--- config.mk ---
export PLATFORM = sky130hd
export DESIGN_NAME = skht_ram
export DESIGN_NICKNAME = d
export VERILOG_FILES = /design/src/rtl/skht_ram.sv
export SDC_FILE = /design/constraint.sdc
export NUM_CORES = 1
export LEC_CHECK = 0
export ABC_AREA = 1
export BUFFER_PORTS_ARGS = -buffer_cell sky130_fd_sc_hd__buf_2
export CORE_MARGIN = 5
export CORE_UTILIZATION = 25
export CTS_BUF_LIST = sky130_fd_sc_hd__clkbuf_4
export DETAILED_ROUTE_END_ITERATION = 10
export GPL_TIMING_DRIVEN = 0
export SETUP_SLACK_MARGIN = 0.2
export SLEW_MARGIN = 30
export SYNTH_ARGS = -nofsm -noshare
export SYNTH_HDL_FRONTEND = slang
export SYNTH_SLANG_ARGS = --single-unit
--- constraint.sdc ---
create_clock -name clk -period 3.2 [get_ports clk]
set_input_delay 0.16 -clock clk [delete_from_list [all_inputs] [get_ports clk]]
set_output_delay 0.16 -clock clk [all_outputs]
set_load 0.01 [all_outputs]
--- src/rtl/skht_ram.sv ---
// Generic single-write, single-read RAM with registered read data.
`default_nettype none
module skht_ram #(
  parameter int WIDTH = 8,
  parameter int DEPTH = 16
) (
  input  wire logic                     clk,
  input  wire logic                     wr_en,
  input  wire logic [$clog2(DEPTH)-1:0] wr_addr,
  input  wire logic [WIDTH-1:0]         wr_data,
  input  wire logic [$clog2(DEPTH)-1:0] rd_addr,
  output logic      [WIDTH-1:0]         rd_data
);

  logic [WIDTH-1:0] mem [DEPTH];

  always_ff @(posedge clk) begin
    if (wr_en) mem[wr_addr] <= wr_data;
    rd_data <= mem[rd_addr];
  end

endmodule
`default_nettype wire

# Word-level counts from Yosys, hierarchy flattened
# Memories as Yosys holds them, arrays and structs flattened. A register that Yosys moved wholly into a read port is not among the register bits.
# Cells that the tools add are included.
dict set report word_totals {
  regBits 0
  mem_bits_rw 128
  mem_count 1
}
dict set report classes {
  mux 2
}
# name depth word_bits rd rd_ports_with_merged_regs write_ports line
set memory_table {}
lappend memory_table {mem 16 8 1 1 1 15} ;# logic [WIDTH-1:0] mem [DEPTH];
# op n
set ops {}
lappend ops {{two-way mux 1 bit} 2}

# Depth between registers and ports, before layout
dict set report depth {
  word_depth 2
  mapped_depth 8
  depth_no_buf 7
}

# Least setup slack after synthesis
# Ideal clock, no wire load.
dict set report synth_path {
  path_kind {input -> register}
  start {input wr_addr[2]}
  end {memory mem[10][0] (enable)}
  arrival_ns 0.741
  required_time_ns 2.830
  setup_slack_ns 2.089
  stages 2
  setup_time_ns 0.370
  path_cell_list {nand3b_1 nor2_1}
}
# element line
set synth_lines {}
lappend synth_lines {{start, declared} 9} ;# input wire logic [$clog2(DEPTH)-1:0] wr_addr,
lappend synth_lines {{end, declared} 15}
# No word-level cell before the write port.

# Final worst setup path
dict set report layout_path {
  start {register rd_data[7] (read register of mem)}
  end {output rd_data[7]}
}
# element line
set layout_lines {}
lappend layout_lines {{start, declared} 12} ;# output logic [WIDTH-1:0] rd_data
# No word-level cell between the ends.

==> impl_metrics.json <==
{
  "status": "finished clean",
  "endpoint_kind": "output pin",
  "grt_pass1_vias": 3767,
  "dp_hpwl_um": 9550,
  "power_density_nw_per_um2": 529,
  "critPathSlowestCell": "dfxtp_1",
  "ys.warnings.count": 0,
  "crit_chain": "buf_2",
  "die_w_um": 162,
  "synth_cell_type_count": 12,
  "clk_latency_ns": 0.55,
  "grt_overflow": 0,
  "synth_most_common_cell": "nand2_1",
  "ff2ff_setup_slack_ns": 2.18,
  "drtIter0Drc": 339,
  "crit_required_ns": 3.04,
  "switching_share_pct": 23.5,
  "synthCells": 551,
  "design.portCount": 26,
  "die_area_um2": 26200,
  "cts_tree": "done",
  "hold_viol_final": 0,
  "place_ws_ns": 1.47,
  "slew_violations": 0,
  "drive_above_1_share_pct": 12.8,
  "synth_area_leader_cell": "edfxtp_1",
  "p_int_mw": 2.68,
  "finClkSkew_ns": 0.0126,
  "reg2reg_depth": 6,
  "cp.buffers_inverters": 1,
  "die_height_um": 162,
  "synth_fp_nets": 569,
  "r2r_end": "rd_data[4]$_DFF_P_",
  "synth_ff_type": "edfxtp_1",
  "core_um2": 22700,
  "whs_path_depth": 4,
  "synth_edf_count": 128,
  "ant_nets": 0,
  "crit_path_max_fanout": 1,
  "ctsResizeCount": 0,
  "finalNetCount": 616,
  "avgRoutedWirePerCell_um": 15.8,
  "start_kind": "flop",
  "synth_seq_cells": 136,
  "fin_hold_ws_ns": 0.0507,
  "yosys-top-cells-count": "nand2_1, edfxtp_1, inv_1",
  "postSynth.asyncResetShare_pct": 0,
  "critPathTopFamily": "flip-flops",
  "syn2layout_area_growth_pct": 14.6,
  "wl_um": 14200,
  "path_class": "reg -> out",
  "relSlewSlack_pct": 35.4,
  "grt_max_degree": 17,
  "synth_area_leaders": "edfxtp_1, nand2_1, nand3_1, inv_1, dfxtp_1",
  "clock_sinks": 136,
  "finalCriticalPeriod_ns": 1.18,
  "p_clk_share_pct": 35.2,
  "critical_path_arrival_ns": 1.02,
  "postCtsSetupBuffers": 0,
  "hold_path_class": "in -> reg",
  "clockBufferDepth": 2,
  "cpPeakStageDelay_ns": 0.33,
  "numCtsBuffers": 17,
  "fin_ws_ns": 2.02,
  "tightest_slew_ns": 0.966,
  "synth_area_um2": 5770,
  "setup_violations": 0,
  "htree_num_levels": 4,
  "avgSynthCellArea_um2": 10.5,
  "clk_pin_slew_worst_paths_ns": 0.12,
  "rsz0062_at_grt": "false",
  "root_buffer": "clkbuf_4",
  "portBuffers": 22,
  "fin_crit_sh_pct": 36.8,
  "grt_pass1_wl_um": 22100,
  "clock.fmax_mhz": 848,
  "ys_seq_area_share_pct": 69.4,
  "gp_congestion": 0.830,
  "maxCapViolCount": 0,
  "hold_path_end": "rd_data[1]$_DFF_P_",
  "hold_start": "rd_addr[2]",
  "ctsHoldBuffers": 6,
  "yosysTopAreaCellShare_pct": 66.7,
  "switchingPower_mw": 0.823,
  "r2r_start": "mem[2][4]$_DFFE_PP_",
  "rows": 55,
  "antenna_found_initial": 1,
  "final_area_um2": 6610,
  "vias": 3884,
  "start_util_pct": 25.4,
  "vdd_ir_drop_max_mv": 0.252,
  "placed_area_um2": 6230,
  "fin_tns_setup_ns": 0,
  "grt.total_usage_pct": 11.3,
  "vias_per_cell": 4.33,
  "p_leak_nw": 2.80,
  "first_pass_iters": 4,
  "drc": 0,
  "pwr-share-comb_pct": 7.7,
  "seq_power_share_pct": 57.1
}
==> power groups by stage <==
stage / clock network [mW] / registers (mW) / logic, mW
6_report: 1.23 / 2.00 / 0.271
3_5_place_dp: 0 / 2.04 / 0.264
4_1_cts: 1.26 / 2.00 / 0.271
5_1_grt: 1.34 / 2.00 / 0.301
3_3_place_gp: 0 / 2.04 / 0.261
2_1_floorplan: 0 / 2.04 / 0.140
==> worst max-delay path by stage <==
stage / startpoint / to / slack, ns / cells after the start
6_report: rd_data[7]$_DFF_P_ / rd_data[7] / 2.02 / 1
5_1_grt: rd_data[5]$_DFF_P_ / rd_data[5] / 1.95 / 1
4_1_cts: rd_data[3]$_DFF_P_ / rd_data[3] / 1.96 / 1
3_5_place_dp: wr_addr[3] / mem[4][0]$_DFFE_PP_ / 1.47 / 3
3_3_place_gp: wr_addr[3] / mem[4][0]$_DFFE_PP_ / 1.52 / 3
2_1_floorplan: wr_addr[2] / mem[10][0]$_DFFE_PP_ / 2.09 / 2
==> kinds of logic after synthesis <==
family                 Yosys count  share of synthesized area [%]
flip-flops                     136                           69.4
buffers and inverters          126                           9.52
AND/OR/NAND/NOR                289                           21.0
==> sequential cells by signal, indices dropped and copies added, names as in the netlist <==
signal,flops
rd_data,8
mem,128
==> cells in the final DEF, fill, tap and decap left out, types with 3 or more instances in the layout <==
cell and instances:
dfxtp_1 8, buf_6 6, nand3_1 97, dlygate4sd3_1 6, clkbuf_4 17, edfxtp_1 128, nand2_1 173, bufinv_16 4
buf_4 4, buf_2 35, clkinv_2 5, nor2_1 16, clkinvlp_4 3, inv_1 100
==> stage by stage <==
step,utilization (%),cells,power [mW]
3_3_place_gp,27.4,858,2.30
4_1_cts,29.1,896,3.53
5_1_grt,29.1,897,3.64
6_report,29.1,897,3.50
2_1_floorplan,-,551,2.18
3_5_place_dp,27.4,858,2.30
==> area by class of cell <==
type | count | area (um^2)
Antenna cell | 1 | 2.50
Buffer | 24 | 166
Clock buffer | 17 | 128
Clock inverter | 15 | 184
Fill cell | 2375 | 16100
Inverter | 102 | 383
Multi-Input combinational cell | 289 | 1220
Sequential cell | 136 | 4000
Tap cell | 285 | 357
Timing Repair Buffer | 28 | 170
==> routing by layer <==
metal	GRT usage (%)	vias up	part of all wire, %
met3	2.99	18	7.9
li1	-	1867	-
met2	17.1	139	45
met1	15.4	1860	45
met4	4.46	0	2.1
met5	0	-	0
(Power assumes the default switching activity.)
