<file path="src/rtl/skht_pkg.sv">
// Package for the string-key hash table: sizes, codes, slot layout and mask helpers.
`default_nettype none
package skht_pkg;

  localparam int SLOTS      = 256;
  localparam int KEY_BYTES  = 8;
  localparam int DATA_BYTES = 4;

  localparam int IDX_W      = $clog2(SLOTS);
  localparam int CNT_W      = IDX_W + 1;
  localparam int KEY_W      = 64;
  localparam int KLEN_W     = 4;
  localparam int DATA_W     = 32;
  localparam int DLEN_W     = 3;
  localparam int LOAD_LIMIT = 3 * SLOTS / 4;

  localparam logic [31:0] FNV_BASIS = 32'h811C_9DC5;
  localparam logic [31:0] FNV_PRIME = 32'h0100_0193;

  typedef enum logic [1:0] {
    MODE_INSERT  = 2'd0,
    MODE_REPLACE = 2'd1,
    MODE_FIND    = 2'd2,
    MODE_SPARE   = 2'd3
  } mode_t;

  typedef enum logic [1:0] {
    STAT_OK        = 2'd0,
    STAT_EXISTS    = 2'd1,
    STAT_NOT_FOUND = 2'd2,
    STAT_FULL      = 2'd3
  } status_t;

  typedef enum logic [1:0] {
    S_IDLE,
    S_HASH,
    S_PROBE,
    S_RESP
  } state_t;

  typedef struct packed {
    logic [KEY_W-1:0]  key;
    logic [KLEN_W-1:0] klen;
    logic [DATA_W-1:0] data;
    logic [DLEN_W-1:0] dlen;
  } slot_t;

  localparam int SLOT_W = $bits(slot_t);

  function automatic logic [KLEN_W-1:0] sat_klen(input logic [KLEN_W-1:0] n);
    logic [KLEN_W-1:0] r;
    r = n;
    if (n > KLEN_W'(KEY_BYTES)) r = KLEN_W'(KEY_BYTES);
    return r;
  endfunction

  function automatic logic [DLEN_W-1:0] sat_dlen(input logic [DLEN_W-1:0] n);
    logic [DLEN_W-1:0] r;
    r = n;
    if (n > DLEN_W'(DATA_BYTES)) r = DLEN_W'(DATA_BYTES);
    return r;
  endfunction

  function automatic logic [KEY_W-1:0] key_mask(input logic [KLEN_W-1:0] n);
    logic [KEY_W-1:0] m;
    m = '0;
    for (int b = 0; b < KEY_W / 8; b++) begin
      if (KLEN_W'(b) < n) m[8*b +: 8] = 8'hFF;
    end
    return m;
  endfunction

  function automatic logic [DATA_W-1:0] data_mask(input logic [DLEN_W-1:0] n);
    logic [DATA_W-1:0] m;
    m = '0;
    for (int b = 0; b < DATA_W / 8; b++) begin
      if (DLEN_W'(b) < n) m[8*b +: 8] = 8'hFF;
    end
    return m;
  endfunction

endpackage
`default_nettype wire

</file>
<file path="src/rtl/skht_hash.sv">
// Byte-serial FNV-1a hash unit: one key byte per cycle through one multiplier.
`default_nettype none
module skht_hash (
  input  wire logic                       clk,
  input  wire logic                       rst,
  input  wire logic                       start,
  input  wire logic [skht_pkg::KEY_W-1:0]  key,
  input  wire logic [skht_pkg::KLEN_W-1:0] len,
  output logic                            done,
  output logic      [31:0]                hash
);
  import skht_pkg::*;

  logic              busy;
  logic [KLEN_W-1:0] cnt;
  logic [KEY_W-1:0]  sh;
  logic [31:0]       mix;

  assign mix  = hash ^ {24'd0, sh[7:0]};
  assign done = busy && (cnt == '0);

  always_ff @(posedge clk) begin
    if (rst) begin
      busy <= 1'b0;
      cnt  <= '0;
    end else if (start) begin
      busy <= 1'b1;
      cnt  <= len;
    end else if (busy) begin
      if (cnt == '0) begin
        busy <= 1'b0;
      end else begin
        cnt <= cnt - KLEN_W'(1);
      end
    end
  end

  always_ff @(posedge clk) begin
    if (start) begin
      hash <= FNV_BASIS;
      sh   <= key;
    end else if (busy && cnt != '0) begin
      hash <= mix * FNV_PRIME;
      sh   <= {8'd0, sh[KEY_W-1:8]};
    end
  end

endmodule
`default_nettype wire

</file>
<file path="config.mk">
export PLATFORM = sky130hd
export DESIGN_NAME = skht_hash
export DESIGN_NICKNAME = d
export VERILOG_FILES = /design/src/rtl/skht_pkg.sv /design/src/rtl/skht_hash.sv
export SDC_FILE = /design/constraint.sdc
export NUM_CORES = 1
export LEC_CHECK = 0
export BUFFER_PORTS_ARGS = -buffer_cell sky130_fd_sc_hd__buf_2
export CAP_MARGIN = 10
export CORE_ASPECT_RATIO = 1.1
export CORE_MARGIN = 2
export CORE_UTILIZATION = 33
export DETAILED_ROUTE_END_ITERATION = 8
export PLACE_DENSITY = 0.47
export REMOVE_ABC_BUFFERS = 1
export SLEW_MARGIN = 20
export SYNTH_ARGS = -nofsm -noshare
export SYNTH_HDL_FRONTEND = slang
export SYNTH_SLANG_ARGS = --single-unit
</file>
<file path="constraint.sdc">
create_clock -name clk -period 16.6 [get_ports clk]
set_input_delay 2.49 -clock clk [delete_from_list [all_inputs] [get_ports clk]]
set_output_delay 2.49 -clock clk [all_outputs]
set_load 0.02 [all_outputs]
</file>
# Word-level counts from Yosys, hierarchy flattened
# Index checks and enable logic that the tools add are counted.
# op_classes
eq_ne	1
bitwise_logic	1
add_sub_neg	1
reduce_logical	7
multipliers	1
muxes	8
# op_table
operator	count
$mux 64	2
$mul 32x25->32 const B	1
$xor 32x8->32	1
$mux 4	3
$logic_not 4->1	1
$reduce_bool 2->1	2
$reduce_bool 4->1	1
$sub 4x1->4 const B	1
$mux 1	3
$logic_and 1x1->1	2
$ne 2x2->1 const B	1
$reduce_and 2->1	1
# totals
word_cells	23
register_bits	101
output_inout_bits	33
input_bits	71

# Depth between registers and ports, before layout
# depth
depth_word	4
ltp_mapped	23

# Worst setup path after synthesis
# Ideal clock, no wire load.
# synth_path
kind	reg-to-reg
from	reg hash[7]
to	reg hash[31]
stages_incl_launch_ff	22
required_ns	16.459
setup_slack_ns	11.177
synth_period_minus_slack_ns	5.423
setup_ns	0.141
t_arrival_ns	5.282
path_cell_list	dfxtp_1 -> xnor2_1 -> inv_1 -> ha_1 -> ha_1 -> fa_1 -> ha_1 -> fa_1 -> ha_1 -> inv_1 -> fa_1 -> inv_1 -> ha_1 -> a21oi_1 -> o211ai_1 -> a21oi_1 -> a31oi_4 -> o41a_4 -> a21o_1 -> a21oi_2 -> xnor2_1 -> a21oi_1
# synth_via
elab_chain_len	2
# synth_lines
element	line_no	rtl
start, declared	skht_hash.sv:10	output logic [31:0] hash
start signal, assigned	skht_hash.sv:43	hash <= mix * FNV_PRIME;
$xor 32x8->32	skht_hash.sv:19	assign mix = hash ^ {24'd0, sh[7:0]};
$mul 32x25->32	skht_hash.sv:43	
# No other way between the ends.
# A chain may end at the register's enable or synchronous reset.

# Worst setup path in the final report
# layout_path
from	reg sh[7]
to	reg hash[29]
# layout_via
elab_chain_len	2
# layout_lines
element	line_no	rtl
start, declared	skht_hash.sv:16	logic [KEY_W-1:0] sh;
start signal, assigned	skht_hash.sv:41	sh <= key;
start signal, assigned	skht_hash.sv:44	sh <= {8'd0, sh[KEY_W-1:8]};
$xor 32x8->32	skht_hash.sv:19	
$mul 32x25->32	skht_hash.sv:43	
# No other way between the ends.

==> flow_metrics.env <==
export IMPL_antenna_found_initial=2
export IMPL_wl_per_cell_um=17.4
export IMPL_synth_edf_count=64
export IMPL_yosysMostFrequentCell="inv_1"
export IMPL_portBuffers=103
export IMPL_syn_inst=927
export IMPL_cts_hold_buf=0
export IMPL_clock_latency_ns=0.35
export IMPL_fin_crit_sh=0.359
export IMPL_wl_um=24100
export IMPL_overflow=0
export IMPL_area_growth_pct=10.8
export IMPL_worst_slack_ns=10.63
export IMPL_hold_path_class="reg -> reg"
export IMPL_grt_max_degree=65
export IMPL_place_worst_setup_slack_ns=10.57
export IMPL_synth_area_leaders="ha_1 23%, edfxtp_1 19%, fa_1 15%"
export IMPL_multi_input_area_mm2=0.00627
export IMPL_num_rows=66
export IMPL_synth_seq_cells=101
export IMPL_nets=1332
export IMPL_report_final_slew_viol_count=0
export IMPL_clock_path_buffers=2
export IMPL_finalHoldViolations=0
export IMPL_grt_pass1_wl_um=39100
export IMPL_dp_hpwl_um=19000
export IMPL_layout_min_cycle_time_ns=5.97
export IMPL_relSlewSlack=0.332
export IMPL_cts_resized=0
export IMPL_regArea_mm2=0.00266
export IMPL_hold_slack_ns=0.490
export IMPL_io_pins=104
export IMPL_synth_yosys_seq_area_share=0.270
export IMPL_first_pass_iters=4
export IMPL_crit_arrival_ns=6.25
export IMPL_async_reset_ff_frac=0
export IMPL_maxCapViolCount=0
export IMPL_avgViaCountPerCell=4.79
export IMPL_outcome="finished clean"
export IMPL_synth_common_cells="186 x inv_1, 183 x ha_1, 74 x fa_1"
export IMPL_yosysTopAreaCellShare=0.232
export IMPL_yosysUniqueCellTypes=56
export IMPL_first_global_vias=7197
export IMPL_max_freq_ghz=0.168
export IMPL_fin_worst_skew_ns=0.00708
export IMPL_synth_area_mm2=0.00987
export IMPL_critPathKind="reg -> reg"
export IMPL_tightest_slew_ns=1.00
export IMPL_dieHeight_um=185
export IMPL_r2r_slack_ns=10.63
export IMPL_setup_violations=0
export IMPL_fill_cells=3002
export IMPL_tns_ns=0
export IMPL_cp_start_kind="flop"
export IMPL_ys_warn_count=0
export IMPL_core_area_mm2=0.0295
export IMPL_drt_iter0_markers=251
export IMPL_clock_sinks=101
export IMPL_required_ns=16.89
export IMPL_cts_tree="yes"
export IMPL_cts_setup_buffers=0
export IMPL_synth_top_area_cell="ha_1"
export IMPL_drtAntennaViolNets=0
export IMPL_track_usage=0.163
export IMPL_initial_core_util=0.335
export IMPL_cts_root_buf="clkbuf_16"
export IMPL_rsz0062_at_grt="false"
export IMPL_vias=6629
export IMPL_place_gp_congestion=0.799
export IMPL_die_area_mm2=0.0313
export IMPL_die_width_um=169
export IMPL_avgSynthCellArea_um2=10.6
export IMPL_drc=0
export IMPL_clk_pin_slew_ns=0.08
export IMPL_cts_made_buffers=9
export IMPL_crit_path_max_fanout=6
export IMPL_htree_levels=3
export IMPL_layout_drive_gt1_share=0.192
export IMPL_cp_end_kind="flop"
export IMPL_synth_ff_type="edfxtp_1"
[cell families (layout without fill, tap and decap cells)]
family,Yosys count,count (layout),synth area share
xor+xnor,53,53,0.0470
fa+ha+maj,257,257,0.382
other cells,0,2,0
compound gates,124,124,0.0883
simple gates,110,110,0.0539
mux,56,56,0.0639
flops,101,101,0.270
buf+inv,226,308,0.0952
[final timing paths]
| check | cells past startpoint | from | endpoint |
|---|---|---|---|
| min | 2 | hash[1]$_SDFFE_PP0P_ | hash[1]$_SDFFE_PP0P_ |
| max reg2reg | 21 | sh[7]$_DFFE_PP_ | hash[29]$_SDFFE_PP0P_ |
| min reg2reg | 2 | hash[1]$_SDFFE_PP0P_ | hash[1]$_SDFFE_PP0P_ |
| max | 21 | sh[7]$_DFFE_PP_ | hash[29]$_SDFFE_PP0P_ |
[routing by layer]
| metal | up-vias | track usage | routed length [µm] |
|---|---|---|---|
| met4 | 4 | 0.0321 | 246 |
| met1 | 3244 | 0.201 | 10800 |
| li1 | 3244 | - | - |
| met3 | 16 | 0.0389 | 1320 |
| met5 | - | 0 | 19 |
| met2 | 121 | 0.290 | 11700 |
[flip-flops by register name, summed over array words and instances, names as in the netlist]
register	flops
sh	64
hash	32
cnt	4
busy	1
[through the flow]
step                      cells  cell area, µm²   util
after floorplan             887            9630      -
after global placement     1367           10600  0.361
after detailed placement   1367           10600  0.361
after CTS                  1383           10900  0.371
after global routing       1383           10900  0.371
final                      1385           10900  0.371
[critical path, cell delays in order, from the launching register on]
cell      delay (ns)
edfxtp_1        0.38
xnor2_1         0.42
inv_1           0.28
ha_1            0.34
ha_1            0.30
fa_1            0.45
ha_1            0.22
fa_1            0.48
ha_1            0.28
inv_1           0.05
fa_1            0.53
inv_1           0.04
ha_1            0.36
a21oi_1         0.19
o211ai_1        0.11
a21oi_1         0.30
a31oi_4         0.15
o41a_4          0.38
a221oi_2        0.24
xnor2_1         0.15
nand2_1         0.07
a21oi_1         0.17
[cells in the final DEF (no fill, tap or decap), types with 3 or more instances in the layout]
cell / count
nor2b_1: 3
nand3_1: 6
inv_1: 185
clkbuf_16: 9
inv_6: 3
edfxtp_1: 64
mux2_2: 56
nand2_1: 43
ha_1: 183
a21oi_1: 47
a21oi_2: 3
and2_1: 12
buf_4: 4
a21o_1: 17
nor2_1: 24
dfxtp_1: 37
o21ai_0: 12
xor2_1: 17
and3_1: 5
or3_1: 3
o21a_1: 5
fa_1: 74
xnor2_1: 36
a211oi_1: 5
a22o_1: 5
buf_2: 102
o211ai_1: 5
[area by class of cell]
cell class,count,area share
Antenna cell,2,0.000458
Clock buffer,9,0.0206
Clock inverter,7,0.00606
Inverter,186,0.0638
Multi-Input combinational cell,600,0.573
Sequential cell,101,0.243
Tap cell,374,0.0428
Timing Repair Buffer,106,0.0494
Power is left out: the tool's default activity adds up to more than one toggle a clock period on the data nets, which glitch-free logic cannot reach.
